--- src/rtl/vtaf_pkg.sv ---
// ----------------------------------------------------------------------------
// vtaf_pkg: shared types and constants of the value to ASCII formatter
// Command codes, digit cell control, sequencer states and the digit
// symbol function.
// ----------------------------------------------------------------------------
package vtaf_pkg;

	localparam int unsigned CmdWidth   = 3;
	localparam int unsigned SizeWidth  = 2;
	localparam int unsigned ValueWidth = 64;
	localparam int unsigned CharWidth  = 8;
	localparam int unsigned DigitWidth = 4;

	// The largest magnitude is 2**63, which has 19 decimal digits.
	localparam int unsigned NumCells   = 19;
	localparam int unsigned RemWidth   = $clog2(NumCells + 1);
	localparam int unsigned CntWidth   = $clog2(ValueWidth);

	localparam logic [CmdWidth-1:0] CMD_RAW    = 3'd0;
	localparam logic [CmdWidth-1:0] CMD_SDEC   = 3'd1;
	localparam logic [CmdWidth-1:0] CMD_UDEC   = 3'd2;
	localparam logic [CmdWidth-1:0] CMD_OCT    = 3'd3;
	localparam logic [CmdWidth-1:0] CMD_HEXLO  = 3'd4;
	localparam logic [CmdWidth-1:0] CMD_HEXUP  = 3'd5;
	localparam logic [CmdWidth-1:0] CMD_ESCAPE = 3'd6;

	localparam logic [SizeWidth-1:0] SIZE_LONG  = 2'd1;
	localparam logic [SizeWidth-1:0] SIZE_SHORT = 2'd2;

	localparam logic [CharWidth-1:0] CHAR_ZERO    = 8'h30;
	localparam logic [CharWidth-1:0] CHAR_UPPER_A = 8'h41;
	localparam logic [CharWidth-1:0] CHAR_LOWER_A = 8'h61;
	localparam logic [CharWidth-1:0] CHAR_MINUS   = 8'h2D;
	localparam logic [CharWidth-1:0] CHAR_BSLASH  = 8'h5C;
	localparam logic [CharWidth-1:0] CHAR_X       = 8'h78;
	localparam logic [CharWidth-1:0] CHAR_SPACE   = 8'h20;
	localparam logic [CharWidth-1:0] CHAR_DEL     = 8'h7F;

	typedef enum logic [1:0] {
		RADIX_DEC,
		RADIX_OCT,
		RADIX_HEX
	} radix_t;

	typedef enum logic [1:0] {
		OP_HOLD,
		OP_CLEAR,
		OP_DOUBLE,
		OP_SHIFT
	} cell_op_t;

	typedef struct packed {
		cell_op_t op;
		radix_t   radix;
	} cell_ctrl_t;

	typedef enum logic [1:0] {
		PFX_NONE,
		PFX_MINUS,
		PFX_ESC
	} prefix_t;

	typedef enum logic [2:0] {
		ST_IDLE,
		ST_SINGLE,
		ST_CONVERT,
		ST_PREFIX,
		ST_SKIP,
		ST_DIGITS
	} state_t;

	function automatic logic [CharWidth-1:0] digit_char(input logic [DigitWidth-1:0] d,
		input logic upper);
		logic [CharWidth-1:0] ext;
		ext = {{(CharWidth - DigitWidth){1'b0}}, d};
		if (d < 4'd10) begin
			digit_char = CHAR_ZERO + ext;
		end else if (upper) begin
			digit_char = CHAR_UPPER_A + ext - 8'd10;
		end else begin
			digit_char = CHAR_LOWER_A + ext - 8'd10;
		end
	endfunction

endpackage

--- src/rtl/vtaf_if.sv ---
// ----------------------------------------------------------------------------
// vtaf_if: request and character channels of the formatter
// Valid/ready channels; a transfer happens when both are high at a clock edge.
// ----------------------------------------------------------------------------
interface vtaf_req_if import vtaf_pkg::*; ();
	logic                  valid;
	logic                  ready;
	logic [CmdWidth-1:0]   command;
	logic [SizeWidth-1:0]  size_mod;
	logic [ValueWidth-1:0] value;
	logic [CharWidth-1:0]  byte_in;

	modport source (output valid, output command, output size_mod, output value,
		output byte_in, input ready);
	modport sink (input valid, input command, input size_mod, input value,
		input byte_in, output ready);
endinterface

interface vtaf_char_if import vtaf_pkg::*; ();
	logic                 valid;
	logic                 ready;
	logic [CharWidth-1:0] char_out;
	logic                 last;

	modport source (output valid, output char_out, output last, input ready);
	modport sink (input valid, input char_out, input last, output ready);
endinterface

--- src/rtl/vtaf_cell.sv ---
// ----------------------------------------------------------------------------
// vtaf_cell: one digit cell of the conversion chain
// Holds one digit in the selected radix. A doubling step takes the carry of
// the lower cell as the new least significant bit; a shift step takes the
// lower cell's digit so the row can be read out from the top.
// ----------------------------------------------------------------------------
module vtaf_cell import vtaf_pkg::*; (
	input  logic                  clk,
	input  cell_ctrl_t            ctrl,
	input  logic                  carry_in,
	input  logic [DigitWidth-1:0] digit_in,
	output logic                  carry_out,
	output logic [DigitWidth-1:0] digit
);

	logic [DigitWidth-1:0] digit_q;
	logic [DigitWidth-1:0] half;
	logic [DigitWidth:0]   twice;
	logic [DigitWidth:0]   reduced;

	// Since the radix is even, 2d + cin reaches the radix exactly when d
	// reaches half of it, so the carry does not ripple along the row.
	always_comb begin
		unique case (ctrl.radix)
			RADIX_DEC: half = 4'd5;
			RADIX_OCT: half = 4'd4;
			default:   half = 4'd8;
		endcase
		twice     = {digit_q, carry_in};
		carry_out = (digit_q >= half);
		reduced   = carry_out ? (twice - {half, 1'b0}) : twice;
	end

	always_ff @(posedge clk) begin
		unique case (ctrl.op)
			OP_HOLD:   digit_q <= digit_q;
			OP_CLEAR:  digit_q <= '0;
			OP_DOUBLE: digit_q <= reduced[DigitWidth-1:0];
			OP_SHIFT:  digit_q <= digit_in;
			default:   digit_q <= digit_q;
		endcase
	end

	assign digit = digit_q;

endmodule

--- src/rtl/value_to_ascii_formatter.sv ---
// ----------------------------------------------------------------------------
// value_to_ascii_formatter: integer and character to ASCII converter
// Converts one request into its ASCII characters, most significant first.
// ----------------------------------------------------------------------------
// Usage:
//   req carries command, size_mod, value and byte_in. A request is taken
//   only while the block is idle. rsp carries one character per transfer,
//   with last set on the final character of the request. A request that
//   produces nothing (escaped zero byte, unused command) is taken and dropped.
//   Numeric requests load the magnitude into a row of 19 digit cells by 64
//   doubling steps, one bit per cycle, then a leading-zero pass, then one
//   character per cycle while the receiver is ready. A raw or printable
//   character passes through the single state into the output register.
//   The next request is accepted the cycle after the final character enters
//   the output register. When the receiver stalls, the output register holds
//   its character until the transfer completes and the row shifts out no
//   digits, but conversion and the leading-zero pass go on.
//   Reset clears the sequencer and the output valid flag; the block comes
//   out of reset idle and ready.
// ----------------------------------------------------------------------------
module value_to_ascii_formatter import vtaf_pkg::*; (
	input  logic        clk,
	input  logic        arst_n,
	vtaf_req_if.sink    req,
	vtaf_char_if.source rsp
);

	state_t                state_q;
	state_t                state_d;
	radix_t                radix_q;
	prefix_t               pfx_q;
	logic                  pfx_idx_q;
	logic                  upper_q;
	logic [RemWidth-1:0]   min_q;
	logic [RemWidth-1:0]   rem_q;
	logic [CntWidth-1:0]   cnt_q;
	logic [ValueWidth-1:0] mag_q;
	logic [CharWidth-1:0]  single_q;

	logic                  out_valid_q;
	logic [CharWidth-1:0]  char_q;
	logic                  last_q;

	logic                  accept;
	logic                  load_ok;
	logic                  emit;
	logic [CharWidth-1:0]  emit_char;
	logic                  emit_last;
	logic                  shift_row;
	cell_ctrl_t            cell_ctrl;

	logic [DigitWidth-1:0] digit [NumCells];
	logic [NumCells:0]     carry;
	logic [DigitWidth-1:0] top_digit;

	// Request decode
	logic [ValueWidth-1:0] sx;
	logic [ValueWidth-1:0] umag;
	logic [ValueWidth-1:0] new_mag;
	logic                  new_neg;
	logic                  esc_hex;
	state_t                start_state;
	radix_t                new_radix;
	prefix_t               new_pfx;
	logic                  new_upper;
	logic [RemWidth-1:0]   new_min;

	assign accept  = req.valid && req.ready;
	assign load_ok = !out_valid_q || rsp.ready;
	assign req.ready = (state_q == ST_IDLE);

	always_comb begin
		if (req.size_mod == SIZE_LONG) begin
			sx = req.value;
		end else if (req.size_mod == SIZE_SHORT) begin
			sx = {{(ValueWidth - 16){req.value[15]}}, req.value[15:0]};
		end else begin
			sx = {{(ValueWidth - 32){req.value[31]}}, req.value[31:0]};
		end
		if (req.size_mod == SIZE_SHORT) begin
			umag = {{(ValueWidth - 16){1'b0}}, req.value[15:0]};
		end else begin
			umag = {{(ValueWidth - 32){1'b0}}, req.value[31:0]};
		end
		esc_hex = (req.byte_in < CHAR_SPACE) || (req.byte_in >= CHAR_DEL);

		new_neg     = 1'b0;
		new_mag     = umag;
		new_radix   = RADIX_DEC;
		new_pfx     = PFX_NONE;
		new_upper   = 1'b0;
		new_min     = RemWidth'(1);
		start_state = ST_IDLE;
		unique case (req.command)
			CMD_RAW: begin
				start_state = ST_SINGLE;
			end
			CMD_SDEC: begin
				new_neg     = sx[ValueWidth-1];
				new_mag     = new_neg ? (~sx + 64'd1) : sx;
				new_pfx     = new_neg ? PFX_MINUS : PFX_NONE;
				start_state = ST_CONVERT;
			end
			CMD_UDEC: begin
				start_state = ST_CONVERT;
			end
			CMD_OCT: begin
				new_radix   = RADIX_OCT;
				start_state = ST_CONVERT;
			end
			CMD_HEXLO: begin
				new_radix   = RADIX_HEX;
				start_state = ST_CONVERT;
			end
			CMD_HEXUP: begin
				new_radix   = RADIX_HEX;
				new_upper   = 1'b1;
				start_state = ST_CONVERT;
			end
			CMD_ESCAPE: begin
				if (req.byte_in == '0) begin
					start_state = ST_IDLE;
				end else if (esc_hex) begin
					new_mag     = {{(ValueWidth - CharWidth){1'b0}}, req.byte_in};
					new_radix   = RADIX_HEX;
					new_upper   = 1'b1;
					new_pfx     = PFX_ESC;
					new_min     = RemWidth'(2);
					start_state = ST_CONVERT;
				end else begin
					start_state = ST_SINGLE;
				end
			end
			default: begin
				start_state = ST_IDLE;
			end
		endcase
	end

	// Digit cell row
	assign carry[0]  = mag_q[ValueWidth-1];
	assign top_digit = digit[NumCells-1];

	for (genvar i = 0; i < NumCells; i++) begin : g_cell
		logic [DigitWidth-1:0] lower_digit;
		if (i == 0) begin : g_first
			assign lower_digit = '0;
		end else begin : g_rest
			assign lower_digit = digit[i-1];
		end
		vtaf_cell u_cell (
			.clk       (clk),
			.ctrl      (cell_ctrl),
			.carry_in  (carry[i]),
			.digit_in  (lower_digit),
			.carry_out (carry[i+1]),
			.digit     (digit[i])
		);
	end

	// Next state
	always_comb begin
		state_d = state_q;
		unique case (state_q)
			ST_IDLE: begin
				if (accept) begin
					state_d = start_state;
				end
			end
			ST_SINGLE: begin
				if (load_ok) begin
					state_d = ST_IDLE;
				end
			end
			ST_CONVERT: begin
				if (cnt_q == CntWidth'(ValueWidth - 1)) begin
					state_d = (pfx_q == PFX_NONE) ? ST_SKIP : ST_PREFIX;
				end
			end
			ST_PREFIX: begin
				if (load_ok && (pfx_q == PFX_MINUS || pfx_idx_q)) begin
					state_d = ST_SKIP;
				end
			end
			ST_SKIP: begin
				if (!(top_digit == '0 && rem_q > min_q)) begin
					state_d = ST_DIGITS;
				end
			end
			ST_DIGITS: begin
				if (load_ok && rem_q == RemWidth'(1)) begin
					state_d = ST_IDLE;
				end
			end
			default: begin
				state_d = ST_IDLE;
			end
		endcase
	end

	// Outputs of the sequencer
	always_comb begin
		emit            = 1'b0;
		emit_char       = single_q;
		emit_last       = 1'b0;
		shift_row       = 1'b0;
		cell_ctrl.op    = OP_HOLD;
		cell_ctrl.radix = radix_q;
		unique case (state_q)
			ST_IDLE: begin
				if (accept) begin
					cell_ctrl.op = OP_CLEAR;
				end
			end
			ST_SINGLE: begin
				emit      = load_ok;
				emit_last = 1'b1;
			end
			ST_CONVERT: begin
				cell_ctrl.op = OP_DOUBLE;
			end
			ST_PREFIX: begin
				emit = load_ok;
				if (pfx_q == PFX_MINUS) begin
					emit_char = CHAR_MINUS;
				end else if (pfx_idx_q) begin
					emit_char = CHAR_X;
				end else begin
					emit_char = CHAR_BSLASH;
				end
			end
			ST_SKIP: begin
				shift_row = (top_digit == '0) && (rem_q > min_q);
			end
			ST_DIGITS: begin
				emit      = load_ok;
				emit_char = digit_char(top_digit, upper_q);
				emit_last = (rem_q == RemWidth'(1));
				shift_row = load_ok;
			end
			default: begin
				emit = 1'b0;
			end
		endcase
		if (shift_row) begin
			cell_ctrl.op = OP_SHIFT;
		end
	end

	always_ff @(posedge clk or negedge arst_n) begin
		if (!arst_n) begin
			state_q     <= ST_IDLE;
			out_valid_q <= 1'b0;
			cnt_q       <= '0;
			pfx_idx_q   <= 1'b0;
			rem_q       <= '0;
		end else begin
			state_q <= state_d;
			if (emit) begin
				out_valid_q <= 1'b1;
			end else if (rsp.ready) begin
				out_valid_q <= 1'b0;
			end
			if (accept) begin
				cnt_q     <= '0;
				pfx_idx_q <= 1'b0;
				rem_q     <= RemWidth'(NumCells);
			end else begin
				if (state_q == ST_CONVERT) begin
					cnt_q <= cnt_q + CntWidth'(1);
				end
				if (state_q == ST_PREFIX && load_ok) begin
					pfx_idx_q <= 1'b1;
				end
				if (shift_row) begin
					rem_q <= rem_q - RemWidth'(1);
				end
			end
		end
	end

	always_ff @(posedge clk) begin
		if (accept) begin
			radix_q  <= new_radix;
			pfx_q    <= new_pfx;
			upper_q  <= new_upper;
			min_q    <= new_min;
			mag_q    <= new_mag;
			single_q <= req.byte_in;
		end else if (state_q == ST_CONVERT) begin
			mag_q <= {mag_q[ValueWidth-2:0], 1'b0};
		end
		if (emit) begin
			char_q <= emit_char;
			last_q <= emit_last;
		end
	end

	assign rsp.valid    = out_valid_q;
	assign rsp.char_out = char_q;
	assign rsp.last     = last_q;

	// The magnitude always fits the row, so the top cell never overflows.
	a_no_overflow: assert property (@(posedge clk) disable iff (!arst_n)
		(state_q == ST_CONVERT) |-> !carry[NumCells])
		else $error("digit row overflow during conversion");

	a_skip_floor: assert property (@(posedge clk) disable iff (!arst_n)
		(state_q == ST_SKIP) |-> (rem_q >= min_q && rem_q != '0))
		else $error("digit count fell below its minimum");

	a_last_on_exit: assert property (@(posedge clk) disable iff (!arst_n)
		($past(state_q) == ST_DIGITS && state_q == ST_IDLE) |-> (out_valid_q && last_q))
		else $error("request finished without a final character");

	a_prefix_kind: assert property (@(posedge clk) disable iff (!arst_n)
		(state_q == ST_PREFIX) |-> (pfx_q != PFX_NONE))
		else $error("prefix state without a prefix");

	a_convert_len: assert property (@(posedge clk) disable iff (!arst_n)
		(state_q == ST_CONVERT && cnt_q == CntWidth'(ValueWidth - 1)) |=>
		(state_q != ST_CONVERT))
		else $error("conversion ran past its bit count");

endmodule
--- src/flat_wrapper.sv ---
// flat-port wrapper written by rule: the top's interface ports become plain ports
module value_to_ascii_formatter_flat import vtaf_pkg::*;
  (clk, arst_n, req_valid, req_command, req_size_mod, req_value, req_byte_in, req_ready, rsp_valid, rsp_char_out, rsp_last, rsp_ready);
  vtaf_req_if req_i ();
  vtaf_char_if rsp_i ();
  input  logic clk;
  input  logic arst_n;
  input wire logic [$bits(req_i.valid)-1:0] req_valid;
  input wire logic [$bits(req_i.command)-1:0] req_command;
  input wire logic [$bits(req_i.size_mod)-1:0] req_size_mod;
  input wire logic [$bits(req_i.value)-1:0] req_value;
  input wire logic [$bits(req_i.byte_in)-1:0] req_byte_in;
  output wire logic [$bits(req_i.ready)-1:0] req_ready;
  output wire logic [$bits(rsp_i.valid)-1:0] rsp_valid;
  output wire logic [$bits(rsp_i.char_out)-1:0] rsp_char_out;
  output wire logic [$bits(rsp_i.last)-1:0] rsp_last;
  input wire logic [$bits(rsp_i.ready)-1:0] rsp_ready;
  assign req_i.valid = req_valid;
  assign req_i.command = req_command;
  assign req_i.size_mod = req_size_mod;
  assign req_i.value = req_value;
  assign req_i.byte_in = req_byte_in;
  assign req_ready = req_i.ready;
  assign rsp_valid = rsp_i.valid;
  assign rsp_char_out = rsp_i.char_out;
  assign rsp_last = rsp_i.last;
  assign rsp_i.ready = rsp_ready;
  value_to_ascii_formatter u_core (.clk(clk), .arst_n(arst_n), .req(req_i), .rsp(rsp_i));
endmodule
--- config.mk ---
export PLATFORM = sky130hd
export DESIGN_NAME = value_to_ascii_formatter_flat
export DESIGN_NICKNAME = d
export VERILOG_FILES = /design/src/rtl/vtaf_pkg.sv /design/src/rtl/vtaf_if.sv /design/src/rtl/vtaf_cell.sv /design/src/rtl/value_to_ascii_formatter.sv /design/src/flat_wrapper.sv
export SDC_FILE = /design/constraint.sdc
export NUM_CORES = 1
export LEC_CHECK = 0
export ABC_AREA = 1
export BUFFER_PORTS_ARGS = -buffer_cell sky130_fd_sc_hd__buf_2
export CORE_MARGIN = 5
export CORE_UTILIZATION = 51
export CTS_CLUSTER_DIAMETER = 120
export CTS_CLUSTER_SIZE = 20
export DETAILED_ROUTE_END_ITERATION = 10
export PLACE_DENSITY = 0.67
export SYNTH_ARGS = -nofsm -noshare
export SYNTH_HDL_FRONTEND = slang
export SYNTH_HIERARCHICAL = 1
export SYNTH_SLANG_ARGS = --single-unit
--- constraint.sdc ---
create_clock -name clk -period 4.2 [get_ports clk]
set_clock_uncertainty 0.15 [all_clocks]
set_input_delay 0.42 -clock clk [delete_from_list [all_inputs] [get_ports clk]]
set_output_delay 0.42 -clock clk [all_outputs]
set_load 0.01 [all_outputs]
==> results.yml <==
drt:
  drt_iter0_markers: 1360
  vias: 13325
  antenna_left: 0
  drtPass1Iterations: 10
  wl_per_cell_um: 14.9
  drc: 0
  wl_um: 36900
  viasPerCell: 5.37
power_and_ir_drop:
  ir_worst_vdd_uv: 287
  p_leak_nw: 7.60
  powerDensity_nw_per_um2: 685
hold_path:
  min_from: "req_byte_in[3]"
  hold_end: "u_core/single_q[3]$_DFFE_PP_"
  hold_class: "in2reg"
  hold_depth: 1
place:
  dp_cells: 2444
  io_buffers: 91
  dpl.hpwl_um: 27700
  globalplace.congestion: 0.960
synth:
  syn_area_per_cell_sq_um: 7.13
  netlist.area_leader.share_pct: 34.6
  yosys-top-cells-area: "edfxtp_1 35%, nand2_1 16%, nand3_1 10%, inv_1 7.0%, ha_1 4.0%"
  ys.flop_type: "edfxtp_1"
  ys_types: 51
  postSynthCellCount: 1995
  yosysSeqAreaShare_pct: 37.4
  synth-seq-cells: 180
  synth-edff-count: 164
  synth_area_sq_um: 14200
  synth.yosys.warnings: 6
  yosysTopAreaCell: "edfxtp_1"
  async_flop_share_pct: 8.89
critical_path:
  worstPathRequired_ps: 4360
  r2r-end: "u_core/g_cell[11].u_cell/digit[3]$_DFFE_PP_"
  crit_type: "reg2reg"
  worstPathArrival_ps: 3300
  worst_r2r_path_depth: 13
  endpoint_kind: "flop"
  rr_startpoint: "u_core/state_q[0]$_DFFE_PN0P_"
  reg2reg_slack_ps: 1060
  worst-path-max-fanout: 75
  worst_setup_path_start_kind: "flop"
floorplan:
  die_area_sq_um: 31300
  die_x_um: 177
  core_area_sq_um: 27700
  io_pins: 92
  start_util_pct: 51.4
  rows: 61
  dieHeight_um: 177
cells_and_area:
  syn_to_final_growth_pct: 10.9
  drive_above_1_share_pct: 16.0
  fin_cells: 2480
  final_nets: 2213
  final_util_pct: 57.0
  fillers: 2609
timing:
  whs_ps: 71.2
  fin_tns_setup_ps: 0
  fin_crit_sh_pct: 74.9
  setup_violations: 0
  worst_pin_slew_ps: 1050
  grt_setup_unrepaired: "false"
  finalHoldViolations: 0
  fmax_mhz: 318
  relSlewSlack_pct: 29.8
  fin_crit_ps: 3140
  drv_slew: 0
global_route:
  grt_max_degree: 76
  first_global_vias: 12584
  antenna_found_initial: 4
  grt_overflow_total: 0
  grtUsageTotal_pct: 23.8
  grt_pass1_wl_um: 61600
clocking:
  htreeDepth: 4
  post_cts_buffers: 0
  path_clk_slew_ps: 80
  worst_skew_pair.late_latency_ps: 440
  holdBufCountCts: 1
  cts_resized: 0
  cts-root-buf: "clkbuf_16"
  cts_tree: "done"
  cts_buffer_depth: 2
  cts-buffers-inserted: 17
  cts.sinks: 180
job:
  max_cap_violations: 0
status:
  status: "finished, final reports clean"
==> cell usage after synthesis (2+ instances only) <==
| cell type | count |
|---|---|
| nand3_1 | 297 |
| a22oi_1 | 3 |
| or2_2 | 26 |
| inv_2 | 13 |
| edfxtp_1 | 164 |
| xor2_1 | 3 |
| o31ai_1 | 3 |
| a21boi_0 | 3 |
| a31oi_1 | 13 |
| nand2_4 | 46 |
| nor2_4 | 5 |
| buf_1 | 2 |
| a2bb2oi_1 | 11 |
| o21ai_2 | 4 |
| nor3_1 | 16 |
| o21bai_1 | 2 |
| nand2_1 | 592 |
| nand3b_1 | 3 |
| nand3_4 | 2 |
| dfrtp_1 | 16 |
| nor2_2 | 12 |
| nand4_1 | 10 |
| o21a_1 | 2 |
| o211ai_1 | 6 |
| o21ai_1 | 30 |
| buf_4 | 2 |
| nor2_1 | 128 |
| xnor2_1 | 4 |
| nand2_2 | 75 |
| o21ai_0 | 85 |
| nand3_2 | 5 |
| inv_1 | 267 |
| clkbuf_1 | 11 |
| buf_2 | 24 |
| ha_1 | 46 |
| a21oi_1 | 47 |
| o221ai_1 | 2 |
| and2_1 | 2 |
==> through the flow <==
step	cell area [sq um]	setup WS, ps	power (mW)
after global placement	15200	1210	8.99
final	15800	1060	10.8
after CTS	15800	1070	10.8
after global routing	15800	681	11.8
after detailed placement	15200	1110	9.13
after floorplan	14200	393	7.82
==> cell usage in the layout, fill, tap and decap left out, drive strengths merged, types with 10 or more instances in the layout <==
| master | netlist | layout |
|---|---|---|
| nand4 | 10 | 10 |
| nor2 | 145 | 145 |
| clkbuf | 11 | 17 |
| ha | 46 | 46 |
| nand2 | 713 | 713 |
| or2 | 26 | 26 |
| a31oi | 13 | 13 |
| o21ai | 119 | 119 |
| edfxtp | 164 | 164 |
| a21oi | 48 | 48 |
| a2bb2oi | 11 | 11 |
| inv | 280 | 289 |
| nor3 | 17 | 17 |
| nand3 | 304 | 304 |
| dfrtp | 16 | 16 |
| buf | 29 | 108 |
==> critical path: stages, from the launching register on <==
cell and delay [ps]:
dfrtp_1 400, inv_1 70, nor2_1 160, inv_1 100, nor2_1 450, nand2_1 100
nand2_1 190, inv_1 140, nand2_4 340, buf_12 330, inv_1 70, nor2_1 260
nand3_1 130, nand2_1 70
==> registers in the layout (all words and copies together), names as in the netlist, 2 cells and up <==
register	cells
u_core/rsp.char_out	8
u_core/pfx_q	2
u_core/state_q	3
u_core/cnt_q	6
u_core/radix_q	2
u_core/single_q	8
u_core/rem_q	5
u_core/g_cell.u_cell/digit	76
u_core/mag_q	64
u_core/min_q	2
==> worst max path at each step <==
stage	from	to	slack [ps]	cells after the start
finish	u_core/state_q[0]$_DFFE_PN0P_	u_core/g_cell[11].u_cell/digit[3]$_DFFE_PP_	1060	13
global route	u_core/state_q[0]$_DFFE_PN0P_	u_core/g_cell[14].u_cell/digit[3]$_DFFE_PP_	680	13
CTS	u_core/state_q[0]$_DFFE_PN0P_	u_core/g_cell[11].u_cell/digit[3]$_DFFE_PP_	1070	13
detailed placement	u_core/state_q[0]$_DFFE_PN0P_	u_core/g_cell[11].u_cell/digit[3]$_DFFE_PP_	1110	13
global placement	u_core/state_q[0]$_DFFE_PN0P_	u_core/g_cell[11].u_cell/digit[1]$_DFFE_PP_	1210	13
floorplan	u_core/state_q[0]$_DFFE_PN0P_	u_core/g_cell[10].u_cell/digit[2]$_DFFE_PP_	390	11
==> metal layers <==
metal	global-route usage (%)	share of wire, %	vias to the layer above
met5	0	0.035	-
met4	5.80	1.6	2
met3	4.04	7.5	40
met2	37.4	44	503
met1	34.5	47	6046
li1	-	-	6734
==> cell families after synthesis <==
logic type | count (synthesis) | share of synthesized area (%)
adder cells (fa/ha/maj) | 46 | 4.04
flip-flops | 180 | 37.4
buffers and inverters | 321 | 8.78
AO/OA/AOI/OAI | 220 | 8.90
other | 1 | 0.0264
XOR/XNOR | 7 | 0.431
AND/OR/NAND/NOR | 1220 | 40.4
==> final cells by class <==
class / count / area [sq um] / share of cell area, %
Tap cell: 378 / 473 / 3.00
Sequential cell: 180 / 5330 / 33.7
Antenna cell: 3 / 7.51 / 0.0476
Timing Repair Buffer: 109 / 618 / 3.92
Clock buffer: 17 / 425 / 2.70
Multi-Input combinational cell: 1497 / 7690 / 48.7
Inverter: 281 / 1050 / 6.68
Clock inverter: 15 / 188 / 1.19
==> report_power, final <==
group	switching, mW	total (mW)	internal [mW]
registers	0.487	3.81	3.32
logic	3.57	5.32	1.75
clock network	0.812	1.67	0.862
total	4.87	10.8	5.93
Note: power is estimated with default switching activity, not from simulation.
